`src/sv/gcb_pkg.sv`:
```
// Shared constants, types and packing widths of the greedy change breakdown unit.
`timescale 1ns / 1ps
`default_nettype none
package gcb_pkg;

    // Width of payment, price and the internal change amount.
    localparam int AMOUNT_WIDTH = 20;
    localparam logic [AMOUNT_WIDTH-1:0] PRICE_RESET = AMOUNT_WIDTH'(3257);

    // Result field widths.
    localparam int TOTAL_W    = 20;
    localparam int THOUSAND_W = 11;
    localparam int REM_W      = 10;

    // Stream data widths, rounded up to whole bytes.
    localparam int S_TDATA_W = ((AMOUNT_WIDTH + 7) / 8) * 8;
    localparam int M_FIELD_W = TOTAL_W + THOUSAND_W + 12;
    localparam int M_TDATA_W = ((M_FIELD_W + 7) / 8) * 8;

    // Division by 1000 through a truncated reciprocal; the estimate is at most one low.
    localparam int RECIP_SHIFT = AMOUNT_WIDTH + 10;
    localparam int RECIP_W     = AMOUNT_WIDTH + 1;
    localparam logic [63:0] RECIP_FULL = (64'd1 << RECIP_SHIFT) / 64'd1000;
    localparam logic [RECIP_W-1:0] RECIP_MULT = RECIP_FULL[RECIP_W-1:0];
    localparam int PROD_W = AMOUNT_WIDTH + RECIP_W;
    localparam int QUOT_W = (AMOUNT_WIDTH > 10) ? AMOUNT_WIDTH - 9 : 1;
    localparam int EXT_W  = AMOUNT_WIDTH + 11;
    localparam logic [EXT_W-1:0] DENOM_THOUSAND_EXT = EXT_W'(1000);

    // Denominations below 1000, sized to the remainder.
    localparam logic [REM_W-1:0] DENOM_500 = REM_W'(500);
    localparam logic [REM_W-1:0] DENOM_400 = REM_W'(400);
    localparam logic [REM_W-1:0] DENOM_200 = REM_W'(200);
    localparam logic [REM_W-1:0] DENOM_100 = REM_W'(100);
    localparam logic [6:0] DENOM_50 = 7'd50;
    localparam logic [6:0] DENOM_40 = 7'd40;
    localparam logic [6:0] DENOM_20 = 7'd20;
    localparam logic [6:0] DENOM_10 = 7'd10;
    localparam logic [3:0] DENOM_5  = 4'd5;
    localparam logic [3:0] DENOM_4  = 4'd4;
    localparam logic [3:0] DENOM_2  = 4'd2;

    // Change status codes.
    localparam logic STATUS_OK           = 1'b0;
    localparam logic STATUS_INSUFFICIENT = 1'b1;

    // After the price subtraction.
    typedef struct packed {
        logic                    valid;
        logic                    status;
        logic [AMOUNT_WIDTH-1:0] rest;
    } gcb_rest_t;

    // After the division by 1000.
    typedef struct packed {
        logic                    valid;
        logic                    status;
        logic [AMOUNT_WIDTH-1:0] rest;
        logic [THOUSAND_W-1:0]   thousand;
        logic [REM_W-1:0]        rem;
    } gcb_high_t;

    // Finished result.
    typedef struct packed {
        logic                  valid;
        logic                  status;
        logic [TOTAL_W-1:0]    total;
        logic [THOUSAND_W-1:0] thousand;
        logic                  n500;
        logic [1:0]            n200;
        logic                  n100;
        logic                  n50;
        logic [1:0]            n20;
        logic                  n10;
        logic                  n5;
        logic [1:0]            n2;
        logic                  n1;
    } gcb_result_t;

endpackage
`default_nettype wire

```
`src/sv/gcb_thousand_div.sv`:
```
// Two-stage division of the change amount by 1000 (reciprocal multiply, then correction).
`timescale 1ns / 1ps
`default_nettype none
module gcb_thousand_div (
    input  wire logic               aclk,
    input  wire logic               aresetn,
    input  wire logic               en,
    input  wire gcb_pkg::gcb_rest_t in_stage,
    output gcb_pkg::gcb_high_t      out_stage
);

    // Stage 1: product with the reciprocal
    logic                             p_valid_reg;
    logic                             p_status_reg;
    logic [gcb_pkg::AMOUNT_WIDTH-1:0] p_rest_reg;
    logic [gcb_pkg::PROD_W-1:0]       p_prod_reg;
    logic [gcb_pkg::PROD_W-1:0]       p_prod_next;

    // Stage 2: quotient and remainder
    gcb_pkg::gcb_high_t               q_reg;
    gcb_pkg::gcb_high_t               q_next;

    logic [gcb_pkg::QUOT_W-1:0]       q_est;
    logic [gcb_pkg::QUOT_W-1:0]       q_fix;
    logic [gcb_pkg::EXT_W-1:0]        rem_est;
    logic [gcb_pkg::EXT_W-1:0]        rem_fix;

    assign p_prod_next = gcb_pkg::PROD_W'(in_stage.rest) * gcb_pkg::PROD_W'(gcb_pkg::RECIP_MULT);

    always_ff @(posedge aclk) begin
        if (!aresetn) begin
            p_valid_reg <= 1'b0;
        end else if (en) begin
            p_valid_reg <= in_stage.valid;
        end
        if (en) begin
            p_status_reg <= in_stage.status;
            p_rest_reg   <= in_stage.rest;
            p_prod_reg   <= p_prod_next;
        end
    end

    always_comb begin
        q_est   = gcb_pkg::QUOT_W'(p_prod_reg >> gcb_pkg::RECIP_SHIFT);
        rem_est = gcb_pkg::EXT_W'(p_rest_reg)
                - gcb_pkg::EXT_W'(q_est) * gcb_pkg::DENOM_THOUSAND_EXT;
        // estimate may be one short
        if (rem_est >= gcb_pkg::DENOM_THOUSAND_EXT) begin
            q_fix   = q_est + gcb_pkg::QUOT_W'(1);
            rem_fix = rem_est - gcb_pkg::DENOM_THOUSAND_EXT;
        end else begin
            q_fix   = q_est;
            rem_fix = rem_est;
        end
        q_next.valid    = p_valid_reg;
        q_next.status   = p_status_reg;
        q_next.rest     = p_rest_reg;
        q_next.thousand = gcb_pkg::THOUSAND_W'(q_fix);
        q_next.rem      = gcb_pkg::REM_W'(rem_fix);
    end

    always_ff @(posedge aclk) begin
        if (!aresetn) begin
            q_reg.valid <= 1'b0;
        end else if (en) begin
            q_reg.valid <= q_next.valid;
        end
        if (en) begin
            q_reg.status   <= q_next.status;
            q_reg.rest     <= q_next.rest;
            q_reg.thousand <= q_next.thousand;
            q_reg.rem      <= q_next.rem;
        end
    end

    assign out_stage = q_reg;

    a_rem_below_thousand: assert property (@(posedge aclk) disable iff (!aresetn)
        q_reg.valid |-> (q_reg.rem < gcb_pkg::DENOM_100 * gcb_pkg::REM_W'(10)))
        else $error("remainder after thousands not below 1000");

    a_one_correction: assert property (@(posedge aclk) disable iff (!aresetn)
        p_valid_reg |-> (rem_fix < gcb_pkg::DENOM_THOUSAND_EXT))
        else $error("reciprocal estimate off by more than one");

    a_hold_on_stall: assert property (@(posedge aclk) disable iff (!aresetn)
        (p_valid_reg && !en) |=> ($stable(p_prod_reg) && $stable(p_rest_reg)))
        else $error("product stage changed while stalled");

endmodule
`default_nettype wire

```
`src/sv/gcb_coin_stages.sv`:
```
// Three stages of greedy counting over 500 down to 1; the last is the output register.
`timescale 1ns / 1ps
`default_nettype none
module gcb_coin_stages (
    input  wire logic               aclk,
    input  wire logic               aresetn,
    input  wire logic               en,
    input  wire gcb_pkg::gcb_high_t in_stage,
    output gcb_pkg::gcb_result_t    out_stage
);

    // Stage A: 500, 200, 100
    logic                           a_valid_reg;
    logic                           a_status_reg;
    logic [gcb_pkg::TOTAL_W-1:0]    a_total_reg;
    logic [gcb_pkg::THOUSAND_W-1:0] a_thousand_reg;
    logic                           a_n500_reg;
    logic [1:0]                     a_n200_reg;
    logic                           a_n100_reg;
    logic [6:0]                     a_rem_reg;

    // Stage B: 50, 20, 10
    logic                           b_valid_reg;
    logic                           b_status_reg;
    logic [gcb_pkg::TOTAL_W-1:0]    b_total_reg;
    logic [gcb_pkg::THOUSAND_W-1:0] b_thousand_reg;
    logic                           b_n500_reg;
    logic [1:0]                     b_n200_reg;
    logic                           b_n100_reg;
    logic                           b_n50_reg;
    logic [1:0]                     b_n20_reg;
    logic                           b_n10_reg;
    logic [3:0]                     b_rem_reg;

    // Stage C: 5, 2, 1
    gcb_pkg::gcb_result_t           c_reg;
    gcb_pkg::gcb_result_t           c_next;

    logic                           a_n500_next;
    logic [1:0]                     a_n200_next;
    logic                           a_n100_next;
    logic [6:0]                     a_rem_next;
    logic [gcb_pkg::REM_W-1:0]      r1;
    logic [gcb_pkg::REM_W-1:0]      r2;
    logic [gcb_pkg::REM_W-1:0]      r3;

    logic                           b_n50_next;
    logic [1:0]                     b_n20_next;
    logic                           b_n10_next;
    logic [3:0]                     b_rem_next;
    logic [6:0]                     s1;
    logic [6:0]                     s2;
    logic [6:0]                     s3;

    logic [3:0]                     t1;
    logic [3:0]                     t2;

    always_comb begin
        a_n500_next = (in_stage.rem >= gcb_pkg::DENOM_500);
        r1 = a_n500_next ? in_stage.rem - gcb_pkg::DENOM_500 : in_stage.rem;
        if (r1 >= gcb_pkg::DENOM_400) begin
            a_n200_next = 2'd2;
            r2 = r1 - gcb_pkg::DENOM_400;
        end else if (r1 >= gcb_pkg::DENOM_200) begin
            a_n200_next = 2'd1;
            r2 = r1 - gcb_pkg::DENOM_200;
        end else begin
            a_n200_next = 2'd0;
            r2 = r1;
        end
        a_n100_next = (r2 >= gcb_pkg::DENOM_100);
        r3 = a_n100_next ? r2 - gcb_pkg::DENOM_100 : r2;
        a_rem_next = r3[6:0];
    end

    always_ff @(posedge aclk) begin
        if (!aresetn) begin
            a_valid_reg <= 1'b0;
        end else if (en) begin
            a_valid_reg <= in_stage.valid;
        end
        if (en) begin
            a_status_reg   <= in_stage.status;
            a_total_reg    <= gcb_pkg::TOTAL_W'(in_stage.rest);
            a_thousand_reg <= in_stage.thousand;
            a_n500_reg     <= a_n500_next;
            a_n200_reg     <= a_n200_next;
            a_n100_reg     <= a_n100_next;
            a_rem_reg      <= a_rem_next;
        end
    end

    always_comb begin
        b_n50_next = (a_rem_reg >= gcb_pkg::DENOM_50);
        s1 = b_n50_next ? a_rem_reg - gcb_pkg::DENOM_50 : a_rem_reg;
        if (s1 >= gcb_pkg::DENOM_40) begin
            b_n20_next = 2'd2;
            s2 = s1 - gcb_pkg::DENOM_40;
        end else if (s1 >= gcb_pkg::DENOM_20) begin
            b_n20_next = 2'd1;
            s2 = s1 - gcb_pkg::DENOM_20;
        end else begin
            b_n20_next = 2'd0;
            s2 = s1;
        end
        b_n10_next = (s2 >= gcb_pkg::DENOM_10);
        s3 = b_n10_next ? s2 - gcb_pkg::DENOM_10 : s2;
        b_rem_next = s3[3:0];
    end

    always_ff @(posedge aclk) begin
        if (!aresetn) begin
            b_valid_reg <= 1'b0;
        end else if (en) begin
            b_valid_reg <= a_valid_reg;
        end
        if (en) begin
            b_status_reg   <= a_status_reg;
            b_total_reg    <= a_total_reg;
            b_thousand_reg <= a_thousand_reg;
            b_n500_reg     <= a_n500_reg;
            b_n200_reg     <= a_n200_reg;
            b_n100_reg     <= a_n100_reg;
            b_n50_reg      <= b_n50_next;
            b_n20_reg      <= b_n20_next;
            b_n10_reg      <= b_n10_next;
            b_rem_reg      <= b_rem_next;
        end
    end

    always_comb begin
        c_next.valid    = b_valid_reg;
        c_next.status   = b_status_reg;
        c_next.total    = b_total_reg;
        c_next.thousand = b_thousand_reg;
        c_next.n500     = b_n500_reg;
        c_next.n200     = b_n200_reg;
        c_next.n100     = b_n100_reg;
        c_next.n50      = b_n50_reg;
        c_next.n20      = b_n20_reg;
        c_next.n10      = b_n10_reg;
        c_next.n5       = (b_rem_reg >= gcb_pkg::DENOM_5);
        t1 = c_next.n5 ? b_rem_reg - gcb_pkg::DENOM_5 : b_rem_reg;
        if (t1 >= gcb_pkg::DENOM_4) begin
            c_next.n2 = 2'd2;
            t2 = t1 - gcb_pkg::DENOM_4;
        end else if (t1 >= gcb_pkg::DENOM_2) begin
            c_next.n2 = 2'd1;
            t2 = t1 - gcb_pkg::DENOM_2;
        end else begin
            c_next.n2 = 2'd0;
            t2 = t1;
        end
        c_next.n1 = t2[0];
    end

    always_ff @(posedge aclk) begin
        if (!aresetn) begin
            c_reg.valid <= 1'b0;
        end else if (en) begin
            c_reg.valid <= c_next.valid;
        end
        if (en) begin
            c_reg.status   <= c_next.status;
            c_reg.total    <= c_next.total;
            c_reg.thousand <= c_next.thousand;
            c_reg.n500     <= c_next.n500;
            c_reg.n200     <= c_next.n200;
            c_reg.n100     <= c_next.n100;
            c_reg.n50      <= c_next.n50;
            c_reg.n20      <= c_next.n20;
            c_reg.n10      <= c_next.n10;
            c_reg.n5       <= c_next.n5;
            c_reg.n2       <= c_next.n2;
            c_reg.n1       <= c_next.n1;
        end
    end

    assign out_stage = c_reg;

    a_rem_below_hundred: assert property (@(posedge aclk) disable iff (!aresetn)
        a_valid_reg |-> (a_rem_reg < 7'd100))
        else $error("remainder after hundreds not below 100");

    a_rem_below_ten: assert property (@(posedge aclk) disable iff (!aresetn)
        b_valid_reg |-> (b_rem_reg < gcb_pkg::DENOM_10[3:0]))
        else $error("remainder after tens not below 10");

    a_short_all_zero: assert property (@(posedge aclk) disable iff (!aresetn)
        (c_reg.valid && c_reg.status == gcb_pkg::STATUS_INSUFFICIENT) |->
        (c_reg.total == '0 && c_reg.thousand == '0 && !c_reg.n500 && c_reg.n200 == 2'd0
         && !c_reg.n100 && !c_reg.n50 && c_reg.n20 == 2'd0 && !c_reg.n10 && !c_reg.n5
         && c_reg.n2 == 2'd0 && !c_reg.n1))
        else $error("insufficient payment with nonzero change");

endmodule
`default_nettype wire

```
`src/sv/greedy_change_breakdown_unit.sv`:
```
// Top level of the greedy change breakdown unit: price register, subtract stage, stream ports.
//
// Each payment on the slave stream is checked against the article price (written through
// cfg_wr_en / cfg_wr_data, reset value 3257) and the change is split greedily into counts
// of 1000, 500, 200, 100, 50, 20, 10, 5, 2 and 1. A payment below the price returns
// tuser = 1 with all counts and the total at zero. The datapath is a six-register pipeline
// (subtract, reciprocal multiply for the thousands, correction, then three stages of small
// denominations, the last being the output register), so a transfer may enter every cycle
// and its result passes through all six registers; the only throttle is m_tready, which
// stalls all stages together. Change the price only while the pipeline is empty.
`timescale 1ns / 1ps
`default_nettype none
module greedy_change_breakdown_unit (
    input  wire logic                            aclk,
    input  wire logic                            aresetn,
    input  wire logic                            cfg_wr_en,
    input  wire logic [gcb_pkg::AMOUNT_WIDTH-1:0] cfg_wr_data,  // article_price
    input  wire logic                            s_tvalid,
    output logic                                 s_tready,
    input  wire logic [gcb_pkg::S_TDATA_W-1:0]   s_tdata,       // payment_amount
    output logic                                 m_tvalid,
    input  wire logic                            m_tready,
    // change_total, count_thousand, count_five_hundred, count_two_hundred, count_hundred,
    // count_fifty, count_twenty, count_ten, count_five, count_two, count_one
    output logic [gcb_pkg::M_TDATA_W-1:0]        m_tdata,
    output logic                                 m_tuser        // change_status
);

    logic [gcb_pkg::AMOUNT_WIDTH-1:0] price_reg;
    gcb_pkg::gcb_rest_t               sub_reg;
    gcb_pkg::gcb_rest_t               sub_next;
    gcb_pkg::gcb_high_t               high_stage;
    gcb_pkg::gcb_result_t             result;
    logic                             en;
    logic [gcb_pkg::AMOUNT_WIDTH-1:0] pay;

    // whole pipeline advances unless the output holds an untaken result
    assign en       = !result.valid || m_tready;
    assign s_tready = en;

    always_ff @(posedge aclk) begin
        if (!aresetn) begin
            price_reg <= gcb_pkg::PRICE_RESET;
        end else if (cfg_wr_en) begin
            price_reg <= cfg_wr_data;
        end
    end

    always_comb begin
        pay            = s_tdata[gcb_pkg::AMOUNT_WIDTH-1:0];
        sub_next.valid = s_tvalid;
        if (pay < price_reg) begin
            sub_next.status = gcb_pkg::STATUS_INSUFFICIENT;
            sub_next.rest   = '0;
        end else begin
            sub_next.status = gcb_pkg::STATUS_OK;
            sub_next.rest   = pay - price_reg;
        end
    end

    always_ff @(posedge aclk) begin
        if (!aresetn) begin
            sub_reg.valid <= 1'b0;
        end else if (en) begin
            sub_reg.valid <= sub_next.valid;
        end
        if (en) begin
            sub_reg.status <= sub_next.status;
            sub_reg.rest   <= sub_next.rest;
        end
    end

    gcb_thousand_div u_div (
        .aclk      (aclk),
        .aresetn   (aresetn),
        .en        (en),
        .in_stage  (sub_reg),
        .out_stage (high_stage)
    );

    gcb_coin_stages u_coins (
        .aclk      (aclk),
        .aresetn   (aresetn),
        .en        (en),
        .in_stage  (high_stage),
        .out_stage (result)
    );

    assign m_tvalid = result.valid;
    assign m_tuser  = result.status;
    assign m_tdata  = gcb_pkg::M_TDATA_W'({result.n1, result.n2, result.n5, result.n10,
                                           result.n20, result.n50, result.n100, result.n200,
                                           result.n500, result.thousand, result.total});

    a_stall_holds_result: assert property (@(posedge aclk) disable iff (!aresetn)
        (m_tvalid && !m_tready) |=> (m_tvalid && $stable(m_tdata) && $stable(m_tuser)))
        else $error("result changed while stalled");

    a_no_accept_on_stall: assert property (@(posedge aclk) disable iff (!aresetn)
        (m_tvalid && !m_tready) |-> !s_tready)
        else $error("input taken while output stalled");

    a_short_means_below: assert property (@(posedge aclk) disable iff (!aresetn)
        (sub_reg.valid && sub_reg.status == gcb_pkg::STATUS_INSUFFICIENT) |->
        (sub_reg.rest == '0))
        else $error("insufficient payment carries change");

endmodule
`default_nettype wire
```
`config.mk`:
```
export PLATFORM = sky130hd
export DESIGN_NAME = greedy_change_breakdown_unit
export DESIGN_NICKNAME = d
export VERILOG_FILES = /design/src/sv/gcb_pkg.sv /design/src/sv/gcb_thousand_div.sv /design/src/sv/gcb_coin_stages.sv /design/src/sv/greedy_change_breakdown_unit.sv
export SDC_FILE = /design/constraint.sdc
export NUM_CORES = 1
export LEC_CHECK = 0
export ABC_AREA = 1
export BUFFER_PORTS_ARGS = -buffer_cell sky130_fd_sc_hd__buf_4
export CAP_MARGIN = 0
export CORE_MARGIN = 10
export CORE_UTILIZATION = 62
export CTS_CLUSTER_DIAMETER = 50
export DETAILED_ROUTE_END_ITERATION = 10
export PLACE_DENSITY = 0.92
export SYNTH_ARGS = -nofsm -noshare
export SYNTH_HDL_FRONTEND = slang
export SYNTH_SLANG_ARGS = --single-unit
```
`constraint.sdc`:
```
create_clock -name aclk -period 13.7 [get_ports aclk]
set_clock_uncertainty 0.2 [all_clocks]
set_input_delay 0.685 -clock aclk [delete_from_list [all_inputs] [get_ports aclk]]
set_output_delay 0.685 -clock aclk [all_outputs]
set_load 0.1 [all_outputs]
```
==> results.sh <==
export IMPL_multi_input_area_um2=10410
export IMPL_largest_reg_flops=45
export IMPL_cts_buffers_inserted=30
export IMPL_row_count=64
export IMPL_rr_startpoint="u_div.p_prod_reg[31]"
export IMPL_synthTopCellsByArea="edfxtp_1 34%, ha_1 20%, fa_1 12%"
export IMPL_min_period_ns=7.178
export IMPL_wl_met2_mm=20.76
export IMPL_nets=2523
export IMPL_final_layout_size_suffix_gt1_share_pct=8.514
export IMPL_most_common_layout_cells="411 x inv_1, 302 x nand2_1, 300 x ha_1"
export IMPL_cts_tree="done"
export IMPL_outcome="completed"
export IMPL_synth_async_reset_ratio_pct=0
export IMPL_final_common_cell="inv_1"
export IMPL_clkTransAtPathRegs_ns=0.06
export IMPL_critPathArrivalTime_ns=7.27
export IMPL_cts_sinks=246
export IMPL_finalSetupViolCount=0
export IMPL_synth_top_cell_area_share_pct=34.50
export IMPL_place_hpwl_mm=31.97
export IMPL_fin_crit_sh_pct=52.39
export IMPL_grt_max_degree=97
export IMPL_final_cells=2475
export IMPL_yosysSeqAreaShare_pct=37.22
export IMPL_synth_top_cell_by_area="edfxtp_1"
export IMPL_grt_antenna_before_repair=0
export IMPL_clock_latency_ns=0.58
export IMPL_synth_edf_count=220
export IMPL_crit_type="flip-flop to flip-flop"
export IMPL_core_area_um2=30510
export IMPL_rsz0062_at_grt="false"
export IMPL_endpoint_kind="flip-flop"
export IMPL_worst_pin_slew_ns=0.9885
export IMPL_max_slew_margin_pct=34.10
export IMPL_min_from="cfg_wr_data[0]"
export IMPL_cp_common_cell="nand2_1"
export IMPL_clockBufferDepth=3
export IMPL_synth_seq_cells=246
export IMPL_cts_root_buf="clkbuf_16"
export IMPL_numPortBuffers=90
export IMPL_yosysWarnings=0
export IMPL_syn_area_um2=19150
export IMPL_first_pass_iters=5
export IMPL_whs_endpoint="price_reg[0]"
export IMPL_dp_cells=2419
export IMPL_routabilityCongestion=0.9502
export IMPL_slowest_stage="nand4_2"
export IMPL_die_area_um2=38320
export IMPL_wl_per_cell_um=16.44
export IMPL_regArea_um2=7127
export IMPL_htree_num_levels=1
export IMPL_ant_nets=0
export IMPL_maxCapViolCount=0
export IMPL_max_stage_delay_ns=0.60
export IMPL_drt_met1_wl_mm=16.14
export IMPL_reg2reg_to="u_div.out_stage[5]"
export IMPL_ff2ff_setup_slack_ns=6.52
export IMPL_route_detailed_drc=0
export IMPL_critical_path_required_ns=13.80
export IMPL_die_h_um=195.7
export IMPL_grt_util_all_layers_pct=20.92
export IMPL_antennaDiodeCount=0
export IMPL_cts_setup_buffers=0
export IMPL_grt_remaining_overflow=0
export IMPL_syn_inst=1940
export IMPL_hold_depth=3
export IMPL_routed_top_layer="met4"
export IMPL_num_fill_cells=2104
export IMPL_cts_hold_fix_buffers=0
export IMPL_die_width_um=195.7
export IMPL_grt_pass1_wl_mm=66.89
export IMPL_drt_iter0_drc=870
export IMPL_grt_pass1_vias=14100
export IMPL_met3_length_mm=2.310
export IMPL_ios=100
export IMPL_ys_types=51
export IMPL_fmax_mhz=139.3
export IMPL_drv_slew=0
export IMPL_initial_core_util_pct=62.77
export IMPL_hp_class="input pin to flip-flop"
export IMPL_cts_resized=0
export IMPL_ff2ff_path_depth=26
export IMPL_finalHoldViolCount=0
export IMPL_via_count=13580
export IMPL_startpoint_type="flip-flop"
export IMPL_area_delta_synth_final_pct=11.13
export IMPL_synthFlopType="edfxtp_1"
export IMPL_path_max_fanout=25
export IMPL_setup_tns_ns=0
export IMPL_syn_area_per_cell_um2=9.871
export IMPL_wirelength_mm=40.68
export IMPL_viasPerCell=5.488
## critical path: cells and delay by family, from the launching register on
family                   cells  cell delay [ns]
AO/OA/AOI/OAI                3             0.74
XOR/XNOR                     2             0.38
adder cells (fa/ha/maj)      6             2.63
AND/OR/NAND/NOR             11             1.94
buffers and inverters        4             0.53
flip-flops                   1             0.50
## synthesized netlist by cell type, drive strengths merged, types with 25 or more instances
cell type  instances
a21oi            108
dfxtp             26
edfxtp           220
fa               119
ha               300
inv              415
nand2            317
nand3             79
nand4             25
nor2             102
o21ai             78
xor2              49
## layer usage
layer	vias up	track usage [%]
li1	6599	-
met1	6427	24.18
met2	448	38.27
met3	108	3.154
met4	0	7.664
met5	-	0
## per-stage QoR
step	hold slack (ns)	setup slack (ns)	area (um^2)	util, %
after floorplan	0.2003	7.055	19160	-
after global placement	0.2002	6.849	20290	66.49
after detailed placement	0.2045	6.581	20290	66.49
after CTS	0.1360	6.522	21280	69.75
after global routing	0.1487	5.979	21280	69.75
final	0.1462	6.522	21280	69.75
## cell families (layout without fill, tap and decap cells)
| group | Yosys count | count (layout) | share of synthesized area [%] |
|---|---|---|---|
| XOR/XNOR | 65 | 65 | 3.012 |
| AND/OR/NAND/NOR | 551 | 551 | 12.47 |
| other | 1 | 5 | 0.01958 |
| buffers and inverters | 428 | 563 | 8.520 |
| flip-flops | 246 | 246 | 37.22 |
| AO/OA/AOI/OAI | 230 | 230 | 6.723 |
| adder cells (fa/ha/maj) | 419 | 419 | 32.04 |
## worst max-delay path by stage
stage,start,endpoint,slack (ns),cells after the start
2_1_floorplan,u_coins.out_stage[44],s_tready,7.05,3
5_1_grt,u_div.p_prod_reg[31],u_div.out_stage[5],5.98,25
3_5_place_dp,u_div.p_prod_reg[31],u_div.out_stage[8],6.58,27
4_1_cts,u_div.p_prod_reg[31],u_div.out_stage[5],6.52,26
6_report,u_div.p_prod_reg[31],u_div.out_stage[5],6.52,26
3_3_place_gp,u_div.p_prod_reg[31],u_div.out_stage[8],6.85,27
## final cells by class
type / instances / share of cell area (%)
clock buffer: 38 / 3.816
clock inverter: 18 / 0.8584
inverter: 415 / 7.367
multi-input combinational: 1270 / 48.90
sequential: 246 / 33.49
tap: 396 / 2.328
timing repair buffer: 92 / 3.245
Power is left out: the tool's default activity adds up to more than one toggle a clock period on the data nets, which glitch-free logic cannot reach.
